<file path="src/rtl/core/pkr_pkg.sv">
// Shared constants, types and the reserved-word table of the keyword recognizer.
package pkr_pkg;

  localparam int MAX_KEYWORD_LEN = 9;
  localparam int LEN_W           = $clog2(MAX_KEYWORD_LEN + 2);
  localparam int IDX_W           = $clog2(MAX_KEYWORD_LEN);

  localparam int KW_COUNT   = 35;
  localparam int KW_MAX_LEN = 9;
  localparam int KW_LEN_W   = 4;
  localparam int CODE_W     = 6;

  localparam logic [CODE_W-1:0] CODE_IDENT = '0;

  localparam logic [7:0] UPPER_FIRST = 8'd65;
  localparam logic [7:0] UPPER_LAST  = 8'd90;
  localparam logic [7:0] CASE_OFFSET = 8'd32;

  typedef logic [7:0] char_t;
  typedef char_t [KW_MAX_LEN-1:0] kw_text_t;

  // Text is right-justified: the first letter sits in the highest used byte.
  typedef struct packed {
    logic [KW_LEN_W-1:0] len;
    kw_text_t            text;
  } kw_entry_t;

  localparam kw_entry_t KW_TABLE [KW_COUNT] = '{
    '{4'd2, kw_text_t'("do")},     '{4'd2, kw_text_t'("if")},
    '{4'd2, kw_text_t'("in")},     '{4'd2, kw_text_t'("of")},
    '{4'd2, kw_text_t'("or")},     '{4'd2, kw_text_t'("to")},
    '{4'd3, kw_text_t'("and")},    '{4'd3, kw_text_t'("div")},
    '{4'd3, kw_text_t'("end")},    '{4'd3, kw_text_t'("for")},
    '{4'd3, kw_text_t'("mod")},    '{4'd3, kw_text_t'("nil")},
    '{4'd3, kw_text_t'("not")},    '{4'd3, kw_text_t'("set")},
    '{4'd3, kw_text_t'("var")},
    '{4'd4, kw_text_t'("case")},   '{4'd4, kw_text_t'("else")},
    '{4'd4, kw_text_t'("file")},   '{4'd4, kw_text_t'("goto")},
    '{4'd4, kw_text_t'("then")},   '{4'd4, kw_text_t'("type")},
    '{4'd4, kw_text_t'("with")},
    '{4'd5, kw_text_t'("array")},  '{4'd5, kw_text_t'("begin")},
    '{4'd5, kw_text_t'("const")},  '{4'd5, kw_text_t'("label")},
    '{4'd5, kw_text_t'("until")},  '{4'd5, kw_text_t'("while")},
    '{4'd6, kw_text_t'("downto")}, '{4'd6, kw_text_t'("packed")},
    '{4'd6, kw_text_t'("record")}, '{4'd6, kw_text_t'("repeat")},
    '{4'd7, kw_text_t'("program")},
    '{4'd8, kw_text_t'("function")},
    '{4'd9, kw_text_t'("procedure")}
  };

  function automatic char_t fold_lower(input char_t c);
    if (c >= UPPER_FIRST && c <= UPPER_LAST) begin
      return c + CASE_OFFSET;
    end
    return c;
  endfunction

endpackage

</file>
<file path="src/rtl/core/pkr_if.sv">
// Valid/ready channel interfaces for character beats and token beats.
interface pkr_in_if;
  logic                valid;
  logic                ready;
  pkr_pkg::char_t      ch;
  logic                last;

  modport source (output valid, output ch, output last, input ready);
  modport sink   (input valid, input ch, input last, output ready);
endinterface

interface pkr_out_if;
  logic                        valid;
  logic                        ready;
  logic [pkr_pkg::CODE_W-1:0]  token_code;

  modport source (output valid, output token_code, input ready);
  modport sink   (input valid, input token_code, output ready);
endinterface

</file>
<file path="src/rtl/core/pascal_keyword_recognizer.sv">
// Top level of the Pascal reserved-word recognizer.
//
// Feed the characters of one already delimited word, one byte per beat on
// in_bus, with last set on the final byte. Each byte is folded to lower case
// (only 'A'..'Z' change) and held in a nine-byte word buffer; a length counter
// advances per byte and saturates one past the buffer depth. On the last byte
// one token beat leaves on out_bus: 0 for an identifier, 1..35 for a reserved
// word in table order (do, if, in, of, or, to, and, div, ... program,
// function, procedure). Words of one letter or longer than nine always give 0.
// Rate: one byte per clock, sustained unless a token waits untaken. The keyword
// compare runs in the same cycle as the final byte, between the word buffer and
// the token register, so a token appears in the cycle after its last byte is
// taken. The token register decouples the two sides: while it holds an untaken
// token, input is stalled only if out_bus.ready is low. Splitting text into
// words is the caller's job.
module pascal_keyword_recognizer (
  input  logic              clk,
  input  logic              rst_n,
  pkr_in_if.sink            in_bus,
  pkr_out_if.source         out_bus
);

  localparam logic [pkr_pkg::LEN_W-1:0] LEN_SAT =
    pkr_pkg::LEN_W'(pkr_pkg::MAX_KEYWORD_LEN + 1);
  localparam logic [pkr_pkg::LEN_W-1:0] LEN_DEPTH =
    pkr_pkg::LEN_W'(pkr_pkg::MAX_KEYWORD_LEN);
  localparam logic [pkr_pkg::LEN_W-1:0] LEN_KW_MAX =
    pkr_pkg::LEN_W'(pkr_pkg::KW_MAX_LEN);

  // Word state
  pkr_pkg::char_t                  buf_r [pkr_pkg::MAX_KEYWORD_LEN];
  logic [pkr_pkg::LEN_W-1:0]       len_r, len_nxt;
  logic [pkr_pkg::LEN_W-1:0]       len_inc;

  // Token register
  logic                            out_valid_r, out_valid_nxt;
  logic [pkr_pkg::CODE_W-1:0]      code_r;

  logic                            accept;
  pkr_pkg::char_t                  ch_lc;
  pkr_pkg::kw_text_t               word;
  logic [pkr_pkg::KW_LEN_W-1:0]    match_len;
  logic [pkr_pkg::CODE_W-1:0]      match_code;

  // Stall input only when a token waits and the sink will not take it.
  assign in_bus.ready = ~out_valid_r | out_bus.ready;
  assign accept       = in_bus.valid & in_bus.ready;
  assign ch_lc        = pkr_pkg::fold_lower(in_bus.ch);

  // Advance the length, hold it once saturated.
  assign len_inc = (len_r < LEN_SAT) ? len_r + pkr_pkg::LEN_W'(1) : len_r;

  // Merge the incoming byte over the buffer so the final byte is compared
  // in its own cycle.
  always_comb begin
    for (int j = 0; j < pkr_pkg::KW_MAX_LEN; j++) begin
      word[j] = (len_r == pkr_pkg::LEN_W'(j)) ? ch_lc : buf_r[j];
    end
  end

  // Lengths past the longest keyword can never match: map them to zero.
  assign match_len = (len_inc <= LEN_KW_MAX) ? pkr_pkg::KW_LEN_W'(len_inc) : '0;

  pkr_match u_match (
    .word (word),
    .len  (match_len),
    .code (match_code)
  );

  // Store the folded byte while there is room; drop bytes past the buffer.
  always_ff @(posedge clk) begin
    if (accept && (len_r < LEN_DEPTH)) begin
      buf_r[len_r[pkr_pkg::IDX_W-1:0]] <= ch_lc;
    end
  end

  always_comb begin
    len_nxt = len_r;
    if (accept) begin
      len_nxt = in_bus.last ? '0 : len_inc;
    end
  end

  always_comb begin
    out_valid_nxt = out_valid_r;
    if (accept && in_bus.last) begin
      out_valid_nxt = 1'b1;
    end else if (out_bus.ready) begin
      out_valid_nxt = 1'b0;
    end
  end

  always_ff @(posedge clk) begin
    if (!rst_n) begin
      len_r       <= '0;
      out_valid_r <= 1'b0;
    end else begin
      len_r       <= len_nxt;
      out_valid_r <= out_valid_nxt;
    end
  end

  // Load the token on the final byte of a word.
  always_ff @(posedge clk) begin
    if (accept && in_bus.last) begin
      code_r <= match_code;
    end
  end

  assign out_bus.valid      = out_valid_r;
  assign out_bus.token_code = code_r;

endmodule

</file>
<file path="src/rtl/core/pkr_match.sv">
// Parallel compare of one folded word against the reserved-word table.
module pkr_match (
  input  pkr_pkg::kw_text_t                word,
  input  logic [pkr_pkg::KW_LEN_W-1:0]     len,
  output logic [pkr_pkg::CODE_W-1:0]       code
);

  logic hit;

  // word[i] is letter i of the word; table text holds letter i at len-1-i.
  always_comb begin
    code = pkr_pkg::CODE_IDENT;
    hit  = 1'b0;
    for (int k = 0; k < pkr_pkg::KW_COUNT; k++) begin
      hit = (pkr_pkg::KW_TABLE[k].len == len);
      for (int i = 0; i < pkr_pkg::KW_MAX_LEN; i++) begin
        if (pkr_pkg::KW_LEN_W'(i) < pkr_pkg::KW_TABLE[k].len) begin
          hit = hit & (word[i] == pkr_pkg::KW_TABLE[k].text[
                  pkr_pkg::KW_TABLE[k].len - pkr_pkg::KW_LEN_W'(1)
                  - pkr_pkg::KW_LEN_W'(i)]);
        end
      end
      if (hit) begin
        code = pkr_pkg::CODE_W'(k + 1);
      end
    end
  end

endmodule

</file>
<file path="src/flat_wrapper.sv">
// flat-port wrapper written by rule: the top's interface ports become plain ports
module pascal_keyword_recognizer_flat 
  (clk, rst_n, in_bus_valid, in_bus_ch, in_bus_last, in_bus_ready, out_bus_valid, out_bus_token_code, out_bus_ready);
  pkr_in_if in_bus_i ();
  pkr_out_if out_bus_i ();
  input  logic clk;
  input  logic rst_n;
  input wire logic [$bits(in_bus_i.valid)-1:0] in_bus_valid;
  input wire logic [$bits(in_bus_i.ch)-1:0] in_bus_ch;
  input wire logic [$bits(in_bus_i.last)-1:0] in_bus_last;
  output wire logic [$bits(in_bus_i.ready)-1:0] in_bus_ready;
  output wire logic [$bits(out_bus_i.valid)-1:0] out_bus_valid;
  output wire logic [$bits(out_bus_i.token_code)-1:0] out_bus_token_code;
  input wire logic [$bits(out_bus_i.ready)-1:0] out_bus_ready;
  assign in_bus_i.valid = in_bus_valid;
  assign in_bus_i.ch = in_bus_ch;
  assign in_bus_i.last = in_bus_last;
  assign in_bus_ready = in_bus_i.ready;
  assign out_bus_valid = out_bus_i.valid;
  assign out_bus_token_code = out_bus_i.token_code;
  assign out_bus_i.ready = out_bus_ready;
  pascal_keyword_recognizer u_core (.clk(clk), .rst_n(rst_n), .in_bus(in_bus_i), .out_bus(out_bus_i));
endmodule
</file>
<file path="config.mk">
export PLATFORM = sky130hd
export DESIGN_NAME = pascal_keyword_recognizer_flat
export DESIGN_NICKNAME = d
export VERILOG_FILES = /design/src/rtl/core/pkr_pkg.sv /design/src/rtl/core/pkr_if.sv /design/src/rtl/core/pascal_keyword_recognizer.sv /design/src/rtl/core/pkr_match.sv /design/src/flat_wrapper.sv
export SDC_FILE = /design/constraint.sdc
export NUM_CORES = 1
export LEC_CHECK = 0
export ABC_AREA = 1
export ABC_CLOCK_PERIOD_IN_PS = 2770
export BUFFER_PORTS_ARGS = -buffer_cell sky130_fd_sc_hd__buf_2
export CAP_MARGIN = 20
export CORE_MARGIN = 1
export CORE_UTILIZATION = 55
export CTS_CLUSTER_DIAMETER = 30
export DETAILED_ROUTE_END_ITERATION = 6
export PLACE_DENSITY = 0.86
export SYNTH_ARGS = -nofsm -noshare
export SYNTH_HDL_FRONTEND = slang
export SYNTH_HIERARCHICAL = 1
export SYNTH_SLANG_ARGS = --single-unit
export TNS_END_PERCENT = 50
</file>
<file path="constraint.sdc">
create_clock -name clk -period 2.77 [get_ports clk]
set_clock_uncertainty 0.15 [all_clocks]
set_input_delay 0.277 -clock clk [delete_from_list [all_inputs] [get_ports clk]]
set_output_delay 0.277 -clock clk [all_outputs]
set_load 0.02 [all_outputs]
</file>
Yosys cells after proc, flatten, opt, wreduce, memory -nomap -nowiden. Memory sizes are Yosys's and may differ from the RTL's. Index checks and enable logic that the tools add are counted.

Register bits: 11. Memory bits (writable): 72. Input bits: 13. Output and inout bits: 8. Memories: 1.

Add/subtract/negate cells: 2. Magnitude comparators: 5. Equal/unequal tests: 90. Mux-type cells: 53. Bitwise operators: 142. Reduce and logical (&&, ||, !) cells: 7.

Memory list: u_core.buf_r (words 9, bits a word 8, read ports 9, clocked after Yosys merged registers in 0, wr ports 1, line pascal_keyword_recognizer.sv:31) `pkr_pkg::char_t buf_r [pkr_pkg::MAX_KEYWORD_LEN];`.

Operators with widths (number): 8-bit by 7-bit == test with 1-bit output (second input constant) (74); 6-bit two-way mux (30); 1-bit AND (140); 8-bit two-way mux (11); 3-bit by 4-bit == test with 1-bit output (first input constant) (4); 4-bit by 3-bit == test with 1-bit output (second input constant) (4); 4-bit two-way mux (3); 8-bit by 6-bit adder with 8-bit output (second input constant) (1); 2-bit by 4-bit == test with 1-bit output (first input constant) (2); 4-bit by 2-bit == test with 1-bit output (second input constant) (2); 4-bit == test (first input constant) (2); 8-bit by 7-bit greater-or-equal comparator with 1-bit output (second input constant) (1); 8-bit by 7-bit less-or-equal comparator with 1-bit output (second input constant) (1); 4-bit less-than comparator (second input constant) (2); 1-bit two-way mux (7); 4-bit by 1-bit adder with 4-bit output (second input constant) (1); 4-bit by 1-bit == test with 1-bit output (second input constant) (1); 4-bit == test (second input constant) (1); 4-bit less-or-equal comparator (second input constant) (1); 4-bit logical NOT (1); 2-bit two-way mux (2); 4-bit OR reduction (1); 1-bit logical AND (3); 2-bit nonzero test (1); other kinds (3) (3).

Longest topological paths before layout. Gate-level depths: netlist of the first run.

Depth in word-level cells: 42. Mapped depth: 22. Mapped depth without buffers: 21.

Modules after synthesis. The synthesis of the first run kept the hierarchy.

Modules (own cells, without submodules): pascal_keyword_recognizer (times used 1, cells each 377, area an instance 3863.7 µm², sequential area each 2442.3 µm²); pkr_match (times used 1, cells each 337, area an instance 1719.1 µm², sequential area each 0.0 µm²).

Worst setup path before layout of the first run. No wires, ideal clock.

Path type: reg-to-reg. Start: register u_core/len_r[0] in the netlist's numbering. End: register u_core.code_r, in the netlist u_core/out_bus.token_code[4] (data pin). Setup time: 0.259 ns. Arrival: 2.418 ns. Data required time: 2.361 ns. Slack: -0.057 ns. Cell stages (with the launch flop): 18. Buffers on the path: 1. Clock period less this slack: 2.827 ns. Cells stage by stage: dfxtp_1 > inv_1 > ha_1 > inv_1 > nor2_4 > inv_2 > buf_2 > nand2_1 > o21ai_1 > nor2_1 > inv_1 > nor3_2 > and3_1 > nand3_2 > inv_2 > nor4_2 > nor3b_2 > nand2_1.

RTL lines: from (decl) (line pascal_keyword_recognizer.sv:32) `logic [pkr_pkg::LEN_W-1:0] len_r, len_nxt;`; from (signal assigned) (line pascal_keyword_recognizer.sv:98) `len_r <= len_nxt;`; to (signal assigned) (line pascal_keyword_recognizer.sv:106) `code_r <= match_code;`; to (decl) (line pascal_keyword_recognizer.sv:37) `logic [pkr_pkg::CODE_W-1:0] code_r;`.

==> results of run 1 <==
## cells in the mapped netlist (all sizes together) (2+ instances only)
| master | instances |
|---|---|
| nand2 | 186 |
| nor2 | 114 |
| inv | 108 |
| edfxtp | 78 |
| o21ai | 48 |
| nand3 | 46 |
| nand4 | 36 |
| nor3 | 30 |
| nor4 | 16 |
| buf | 13 |
| ha | 6 |
| a21oi | 5 |
| dfxtp | 5 |
| a31oi | 4 |
| and3 | 4 |
| nand3b | 3 |
| o211ai | 2 |
| or2 | 2 |
## kinds of logic after synthesis
group                    Yosys count
buffers and inverters            121
adder cells (fa/ha/maj)            6
AO/OA/AOI/OAI                     65
flip-flops                        83
AND/OR/NAND/NOR                  439
## per-layer routing
metal | GRT usage | part of all wire | vias to the layer above
met4 | 0.233 | 0.060 | 0
li1 | - | - | 2803
met3 | 0.0692 | 0.11 | 122
met2 | 0.656 | 0.48 | 539
met5 | 0 | 0 | -
met1 | 0.483 | 0.35 | 2812
## state kept, by name, summed over array words and instances, names as in the netlist
register / flops
u_core/out_bus.valid: 1
u_core/len_r: 4
u_core/buf_r: 72
u_core/out_bus.token_code: 6
## per-stage QoR
stage | TNS, ns | cells | worst slack (ns) | total power, mW
after floorplan | 0 | 714 | 0.0166 | 1.59
after global placement | -1.99 | 1015 | -0.419 | 1.77
after detailed placement | -2.47 | 1015 | -0.485 | 1.79
after CTS | -0.780 | 1049 | -0.163 | 2.58
after global routing | -2.27 | 1053 | -0.399 | 2.71
final | -1.42 | 1053 | -0.275 | 2.63
## final timing paths
check             slack (ns)  depth (start not counted)             from                           end
setup / recovery       -0.28                         22  u_core/len_r[0]  u_core/out_bus.token_code[0]
hold reg to reg         0.37                          2  u_core/len_r[2]               u_core/len_r[2]
setup reg to reg       -0.28                         22  u_core/len_r[0]  u_core/out_bus.token_code[0]
hold / removal          0.06                          1     in_bus_ch[0]            u_core/buf_r[0][0]
## timing repair
item,in CTS,in global routing
pin swaps,18,18
gates cloned,1,0
endpoints found under the hold margin,1,0
gates resized for setup,57,49
hold buffers,1,0
buffers inserted,17,4
setup endpoints to repair,6,6
## worst max-delay path, stage by stage (launching register included)
cell and delay, ns:
dfxtp_2 0.37, buf_6 0.12, ha_4 0.14, inv_4 0.04, nor2_4 0.22, buf_6 0.16
inv_4 0.06, nand2_1 0.09, nand2_1 0.11, nand2_2 0.12, nor3_1 0.05, buf_4 0.16
nand2_4 0.09, buf_4 0.12, nor2_1 0.05, nor2_1 0.11, nand4_1 0.08, nor2_1 0.10
nand4_1 0.08, nor2_1 0.10, nand4_1 0.09, nor2_1 0.10, nand4_1 0.08
## power groups by stage
| stage | Sequential, mW | Clock [mW] | Combinational [mW] |
|---|---|---|---|
| 6_report | 1.40 | 0.776 | 0.459 |
| 5_1_grt | 1.40 | 0.831 | 0.485 |
| 4_1_cts | 1.39 | 0.773 | 0.411 |
| 3_5_place_dp | 1.42 | 0 | 0.365 |
| 3_3_place_gp | 1.42 | 0 | 0.352 |
| 2_1_floorplan | 1.43 | 0 | 0.163 |
## area by class of cell
type	instances	area, um2
multi-input combinational	510	3000
sequential	83	2450
clock inverter	6	42.5
fill	620	2040
timing repair buffer	203	1570
inverter	108	420
clock buffer	9	124
tap	133	166
timing repair inverter	1	7.51
==> impl_results.md, run 1 <==
* Outcome: finished with violations
* Failing checks: DRC, setup timing
* CTS Buffer Depth at 2
* Commonest non-fill, non-tap cells in the layout: buf_4 (170), nand2_1 (167), inv_1 (85), nor2_1 (85), edfxtp_1 (78)
* Post-route DRC at 3
* Setup ws final at -0.275 ns
* Cell variety after synth at 45
* Diode count at 0
* Initial antenna violation count at 0
* Int Pwr at 1.89 mW
* Pin count of the biggest net entering global routing at 17
* Setup violators final at 6
* Post-synthesis sequential area ratio at 0.437
* Number of DRC markers in iteration 0 at 771
* Yosys top cell area share at 0.420
* Final instance area at 0.00778 mm2
* Critical Path RT at 2.73 ns
* XOR/XNOR share of the synthesized area at 0
* Gr ovfl total at 0
* Detailed placement HPWL at 14200 um
* Fin Hold WS at 0.0601 ns
* Post-synthesis mux area share at 0
* Clk_lat worst skew at 0.36 ns
* Slew HR at 0.448
* Syn_nets at 733
* Starting Density at 0.569
* WL/cell at 19.6 um
* Num CTS Buffers at 9
* Peak VDD IR at 378 uV
* CTS root buf: clkbuf_8
* Core area at 0.00982 mm2
* Maximum fanout along the worst path at 7
* Worst setup SP type: flip-flop
* Post-Route WL at 20600 um
* Commonest non-fill, non-tap cell in the layout: buf_4
* PortBufs at 20
* Max-slew violations at 0
* CP arrival at 3.00 ns
* Vias in the first global route at 6002
* Crit path kind: reg2reg
* Antenna-violating nets left at 0
* Number of H-tree levels at 3
* Share of layout cells above drive strength 1 at 0.385
* CTS sink cnt at 83
* Leakage at 3.51 nW
* Cell Pwr Density at 338 mW/mm2
* Chip Height at 103 um
* Yosys warns at 6
* Final Cycle Share at 1.10
* CP endpoint kind: flip-flop
* Simple-Gate Fraction of Synth Area at 0.390
* Global-route wire length before repair at 30600 um
* First-pass DRT Iterations at 7
* Area growth from synthesis to layout at 39.3%
* Synthesized area at 0.00558 mm2
* Mapped Cells at 714
* Rows at 36
* #FFs+latches synth at 83
* Syn Area/Cell at 7.82 um2
* Ys async rst share at 0
* Nets at 935
* Sequential share of power at 0.530
* Worst min-delay path class: in2reg
* Width of the chip at 103 um
* Prevailing post-synth register cell: edfxtp_1
* Minimum clock period at 3.05 ns
* Top post-synthesis cells by area: edfxtp_1 (42%), nand2_1 (12%), nor2_1 (6.5%)
* Comb power frac at 0.175
* Die ar. at 0.0106 mm2
* Power share of the clock group at 0.295
* Clock slew at reported path FFs at 0.10 ns
* Maxcap violations at 0
* Post-synthesis adder-cell area fraction at 0.0134
* GRT Util Overall at 0.395
* CTS tree: built
* Routability cong. at 0.967
* Worst Tran Pin Value at 0.825 ns
* Hold Vio Cnt, Final at 0
* RSZ-0062 raised after global routing: yes
* I/O pin cnt at 21
* Post-synth EDFFs at 78
* Fmax at 0.328 GHz
* Switch Pwr at 0.742 mW
* Synth Area in Compound Gates at 0.0672
* Utilization after layout at 0.792
* Largest family of logic cells by synthesized area: simple AND/OR/NAND/NOR gates
* Vias at 6276
* Switching part of the total at 0.282
* Area post-placement at 0.00702 mm2
* Avg Vias per Cell at 5.96
* Leading area contributor after synthesis: edfxtp_1
No activity file was read; power rests on OpenSTA's default activity.
==> inputs of run 2 (changes only) <==
--- a/config.mk
+++ b/config.mk
@@ -6,14 +6,14 @@
 export NUM_CORES = 1
 export LEC_CHECK = 0
 export ABC_AREA = 1
-export ABC_CLOCK_PERIOD_IN_PS = 2770
+export ABC_CLOCK_PERIOD_IN_PS = 4000
 export BUFFER_PORTS_ARGS = -buffer_cell sky130_fd_sc_hd__buf_2
 export CAP_MARGIN = 20
 export CORE_MARGIN = 1
 export CORE_UTILIZATION = 55
 export CTS_CLUSTER_DIAMETER = 30
 export DETAILED_ROUTE_END_ITERATION = 6
-export PLACE_DENSITY = 0.86
+export PLACE_DENSITY = 0.83
 export SYNTH_ARGS = -nofsm -noshare
 export SYNTH_HDL_FRONTEND = slang
 export SYNTH_HIERARCHICAL = 1
==> constraint.sdc (replaced) <==
create_clock -name clk -period 4 [get_ports clk]
set_clock_uncertainty 0.15 [all_clocks]
set_input_delay 0.4 -clock clk [delete_from_list [all_inputs] [get_ports clk]]
set_output_delay 0.4 -clock clk [all_outputs]
set_load 0.02 [all_outputs]
==> impl_results.md, run 2 (synthesis gave the netlist of run 1 again) <==
* Comb power frac at 0.102 (-0.073)
* Width of the chip at 103 um (unchanged)
* Final Cycle Share at 0.878 (-0.222)
* CTS Buffer Depth at 2 (unchanged)
* Worst min-delay path class: in2reg
* Final instance area at 0.00600 mm2 (-23%)
* Die ar. at 0.0106 mm2 (unchanged)
* Sequential share of power at 0.553 (+0.023)
* Pin count of the biggest net entering global routing at 19 (+2)
* Post-route DRC at 0 (-3)
* Area post-placement at 0.00580 mm2 (-17%)
* Commonest non-fill, non-tap cell in the layout: nand2_1
* GRT Util Overall at 0.331 (-0.0639)
* Hold Vio Cnt, Final at 0 (unchanged)
* Rows at 36 (unchanged)
* CP endpoint kind: flip-flop
* Core area at 0.00982 mm2 (unchanged)
* Nets at 758 (-19%)
* Switching part of the total at 0.285 (+0.00277)
* Fmax at 0.285 GHz (-13%)
* Share of layout cells above drive strength 1 at 0.155 (-0.230)
* Fin Hold WS at 0.0973 ns (+0.0372 ns)
* Maximum fanout along the worst path at 13 (+6)
* Number of H-tree levels at 3 (unchanged)
* Routability cong. at 0.984 (+1.7%)
* Vias in the first global route at 4859 (-19%)
* Area growth from synthesis to layout at 7.51%
* Clock slew at reported path FFs at 0.10 ns (about the same)
* Int Pwr at 1.25 mW (-34%)
* Vias at 5157 (-18%)
* Avg Vias per Cell at 5.88 (-1.3%)
* Most common cell on crit path: inv_1
* Final Power at 1.75 mW (-34%)
* Max-slew violations at 0 (unchanged)
* Outcome: complete, no violations
* Starting Density at 0.569 (unchanged)
* WL/cell at 18.6 um (-5.0%)
* Worst setup SP type: flip-flop
* Chip Height at 103 um (unchanged)
* Fin Setup TNS at 0 ns (+1.42 ns)
* Crit path kind: reg2reg
* Switch Pwr at 0.497 mW (-33%)
* Post-CTS setup buffers at 0 (-17)
* Worst Tran Pin Value at 0.822 ns (-0.00270 ns)
* Power share of the clock group at 0.345 (+0.050)
* Slew HR at 0.448 (about the same)
* Num CTS Buffers at 9 (unchanged)
* First-pass DRT Iterations at 5 (-2)
* Cts repair resizes at 0 (-100%)
* Slowest-stage cell, CP: nor3_1
* Maxcap violations at 0 (unchanged)
* CP arrival at 3.56 ns (+0.56 ns)
* Post-Route WL at 16300 um (-21%)
* Antenna-violating nets left at 0 (unchanged)
* Hold-fix buffers, CTS at 0 (-1)
* Commonest non-fill, non-tap cells in the layout: nand2_1 (174), nor2_1 (97), inv_1 (92)
* I/O pin cnt at 21 (unchanged)
* Crit path buffers/inverters at 4 (-2)
* Setup violators final at 0 (-6)
* CP delay by family, top: simple AND/OR/NAND/NOR gates
* Number of DRC markers in iteration 0 at 513 (-33%)
* Max FFs per register at 72 (unchanged)
* Global-route wire length before repair at 25400 um (-17%)
* Gr ovfl total at 0 (unchanged)
* Initial antenna violation count at 0 (unchanged)
* CTS tree: built
* PortBufs at 20 (unchanged)
* Critical Path, Cell by Cell: inv_1 > ha_1 > inv_1 > nor2_4 > inv_2 > nand2_1 > o21ai_1 > inv_1 > nor3_1 > nand2_2 > nor4_2 > nand4_1 > o31a_1 > o211ai_1
* Peak VDD IR at 253 uV (-33%)
* Leakage at 2.53 nW (-28%)
* CP peak stage delay at 0.67 ns (+0.30 ns)
* Detailed placement HPWL at 12500 um (-12%)
* RSZ-0062 raised after global routing: no
* Clk_lat worst skew at 0.36 ns (about the same)
* Critical Path RT at 4.05 ns (+1.32 ns)
* Diode count at 0 (unchanged)
* CTS sink cnt at 83 (unchanged)
* CTS root buf: clkbuf_8
* Minimum clock period at 3.51 ns (+0.465 ns)
* Cell Pwr Density at 291 mW/mm2 (-14%)
## run 2: power by group through the flow
stage                     logic [mW]  registers (mW)  clock network (mW)
after floorplan                0.112           0.988                   0
after global placement         0.172           0.986                   0
after detailed placement       0.174           0.986                   0
after CTS                      0.175           0.966               0.610
after global routing           0.196           0.968               0.645
final                          0.178           0.966               0.602
## run 2: layer usage
layer / GRT usage / part of all wire
met1: 0.434 / 0.41
met2: 0.535 / 0.46
met3: 0.0631 / 0.10
met4: 0.147 / 0.029
met5: 0 / 0
## run 2: through the flow
stage / util / worst slack, ns / cells
6_report: 0.611 / 0.489 / 877
3_5_place_dp: 0.590 / 0.400 / 861
2_1_floorplan: - / 1.17 / 714
4_1_cts: 0.611 / 0.599 / 877
3_3_place_gp: 0.590 / 0.445 / 861
5_1_grt: 0.611 / 0.216 / 877
## run 2: path summary, 6_finish.rpt
check | start | endpoint | slack (ns) | cells after the start
min reg2reg | u_core/len_r[1] | u_core/len_r[1] | 0.41 | 2
max reg2reg | u_core/len_r[1] | u_core/out_bus.token_code[5] | 0.49 | 14
min | rst_n | u_core/out_bus.valid | 0.1 | 3
max | u_core/len_r[1] | u_core/out_bus.token_code[5] | 0.49 | 14
## run 2: worst min-delay path, stage by stage
cell	delay [ns]
buf_2	0.09
nand2_1	0.05
inv_1	0.04
## run 2: cell type report
cell class | count | area [um2]
fillers | 873 | 3820
multi-input cells | 510 | 2630
flip-flops and latches | 83 | 2440
inverters | 108 | 408
well taps | 133 | 166
repair buffers | 27 | 153
clock buffers | 9 | 124
clock inverters | 7 | 81.3
==> inputs of run 3 (changes only) <==
--- a/config.mk
+++ b/config.mk
@@ -6,7 +6,7 @@
 export NUM_CORES = 1
 export LEC_CHECK = 0
 export ABC_AREA = 1
-export ABC_CLOCK_PERIOD_IN_PS = 4000
+export ABC_CLOCK_PERIOD_IN_PS = 3800
 export BUFFER_PORTS_ARGS = -buffer_cell sky130_fd_sc_hd__buf_2
 export CAP_MARGIN = 20
 export CORE_MARGIN = 1
==> constraint.sdc (replaced) <==
create_clock -name clk -period 3.8 [get_ports clk]
set_clock_uncertainty 0.15 [all_clocks]
set_input_delay 0.38 -clock clk [delete_from_list [all_inputs] [get_ports clk]]
set_output_delay 0.38 -clock clk [all_outputs]
set_load 0.02 [all_outputs]
==> impl_results.md, run 3 (synthesis gave the netlist of run 1 again) <==
* Commonest non-fill, non-tap cell in the layout: nand2_1
* Hold-fix buffers, CTS at 0 (unchanged)
* Nets at 762 (+0.53%)
* Crit path buffers/inverters at 4 (unchanged)
* Core area at 0.00982 mm2 (unchanged)
* Num CTS Buffers at 9 (unchanged)
* Area growth from synthesis to layout at 7.89%
* Slowest-stage cell, CP: dfxtp_1
* CP arrival at 3.39 ns (-0.17 ns)
* Minimum clock period at 3.31 ns (-0.201 ns)
* Maxcap violations at 0 (unchanged)
* Final Cycle Share at 0.871 (-0.00660)
* Cell Pwr Density at 310 mW/mm2 (+6.5%)
* Critical Path, Cell by Cell: inv_1 > ha_1 > inv_1 > o21ai_0 > inv_1 > a21oi_1 > nor2_1 > inv_2 > nand2_1 > nor3_2 > nand3_1 > nor2_1 > nor2_1 > nand4_1 > nor2_1 > nand4_1 > nor2_1 > nand4_1 > nor2_1 > nand4_1
* Final instance area at 0.00602 mm2 (+0.35%)
* Maximum fanout along the worst path at 6 (-7)
* Peak VDD IR at 262 uV (+3.8%)
* Critical Path RT at 3.88 ns (-0.17 ns)
* Clock slew at reported path FFs at 0.10 ns (about the same)
* Antenna-violating nets left at 0 (unchanged)
* Vias in the first global route at 4850 (-0.19%)
* Flop-to-flop setup slack at 0.49 ns (about the same)
* Max-slew violations at 0 (unchanged)
* Starting Density at 0.569 (unchanged)
* Worst setup SP type: flip-flop
* CTS tree: built
* CTS root buf: clkbuf_8
* Reg2Reg Depth at 20 (+6)
* Slew HR at 0.473 (+0.0254)
* Commonest non-fill, non-tap cells in the layout: nand2_1 (174), nor2_1 (97), inv_1 (92)
* Detailed placement HPWL at 12100 um (-2.8%)
* Post-CTS setup buffers at 0 (unchanged)
* Max FFs per register at 72 (unchanged)
* CTS Buffer Depth at 2 (unchanged)
* Met2 Track Usage GR at 0.510 (-0.0251)
* Filler cell count in the final layout at 911 (+4.4%)
* Met1 Use GR at 0.420 (-0.0140)
* CP endpoint kind: flip-flop
* Post-Route WL at 15800 um (-2.9%)
* Hold Startpoint: rst_n
* Global-route wire length before repair at 25000 um (-1.6%)
* Crit path kind: reg2reg
* Fmax at 0.302 GHz (+6.1%)
* WHS Path Cells at 3 (unchanged)
* Pin count of the biggest net entering global routing at 17 (-2)
* Reg-to-Reg Start: u_core/len_r[0]
* GRT Util Overall at 0.323 (-0.00761)
* Avg Vias per Cell at 5.96 (+1.4%)
* Clk_lat worst skew at 0.37 ns (about the same)
* Hold Path End: u_core/out_bus.valid
* Width of the chip at 103 um (unchanged)
* Chip Height at 103 um (unchanged)
* Die ar. at 0.0106 mm2 (unchanged)
* PortBufs at 20 (unchanged)
* Busiest grt layer: met2
* FF-to-FF End: u_core/out_bus.token_code[0]
* Outcome: complete, no violations
* CTS sink cnt at 83 (unchanged)
* Number of H-tree levels at 3 (unchanged)
* Initial antenna violation count at 0 (unchanged)
* Fin Setup TNS at 0 ns (unchanged)
* Most common cell on crit path: nor2_1
* RSZ-0062 raised after global routing: no
* I/O pin cnt at 21 (unchanged)
* Hold Vio Cnt, Final at 0 (unchanged)
* Cts repair resizes at 0 (unchanged)
* Area post-placement at 0.00583 mm2 (+0.52%)
* Leakage at 2.55 nW (+0.71%)
* Rows at 36 (unchanged)
* Post-route DRC at 0 (unchanged)
* WL/cell at 18.0 um (-3.3%)
* M3 GR Usage at 0.0725 (+0.00949)
* Worst Tran Pin Value at 0.787 ns (-0.0346 ns)
* Vias at 5247 (+1.7%)
* Setup violators final at 0 (unchanged)
* Routability cong. at 1.02 (+3.7%)
* CP delay by family, top: simple AND/OR/NAND/NOR gates
* Gr ovfl total at 0 (unchanged)
* Number of DRC markers in iteration 0 at 520 (+1.4%)
* First-pass DRT Iterations at 6 (+1)
* Worst min-delay path class: in2reg
* Diode count at 0 (unchanged)
* CP peak stage delay at 0.43 ns (-0.24 ns)
* Share of layout cells above drive strength 1 at 0.158 (+0.00340)
## run 3: metrics by stage
step	power, mW	hold WS, ns	instances	util	setup slack, ns
2_1_floorplan	1.16	0.328	714	-	0.973
3_3_place_gp	1.22	0.378	865	0.593	0.377
3_5_place_dp	1.22	0.388	865	0.593	0.296
4_1_cts	1.87	0.0473	880	0.613	0.577
5_1_grt	1.93	0.0572	880	0.613	0.283
6_report	1.87	0.0555	880	0.613	0.490
## run 3: routing by layer
layer / routed length [um] / vias up
met5: 0 / -
met4: 632 / 0
met3: 1580 / 67
met2: 7160 / 338
met1: 6450 / 2382
li1: - / 2460
## run 3: final cells by class
type                            instances  area [um2]  area share
Multi-Input combinational cell        510        2630       0.436
Tap cell                              133         166      0.0276
Clock buffer                            9         124      0.0206
Clock inverter                          6        72.6      0.0120
Timing Repair Buffer                   31         183      0.0303
Inverter                              108         408      0.0677
Sequential cell                        83        2440       0.405
## run 3: how the worst max path moves through the flow
| stage | start | cells after the start | to | slack, ns |
|---|---|---|---|---|
| after floorplan | u_core/len_r[0] | 17 | u_core/out_bus.token_code[4] | 0.97 |
| final | u_core/len_r[0] | 20 | u_core/out_bus.token_code[0] | 0.49 |
| after global placement | in_bus_ch[2] | 19 | u_core/out_bus.token_code[4] | 0.38 |
| after global routing | u_core/len_r[0] | 19 | u_core/out_bus.token_code[0] | 0.28 |
| after detailed placement | in_bus_ch[2] | 19 | u_core/out_bus.token_code[4] | 0.30 |
| after CTS | u_core/len_r[0] | 20 | u_core/out_bus.token_code[0] | 0.58 |
## run 3: worst min-delay path: cells and delay by family
family / cells / cell delay, ns
and+or+nand+nor: 1 / 0.05
buffers and inverters: 2 / 0.13
## run 3: power by group
part,internal [mW],switching [mW],total [mW]
clock,0.311,0.351,0.661
combinational,0.0431,0.145,0.188
sequential,1.01,0.00500,1.02
total,1.37,0.501,1.87
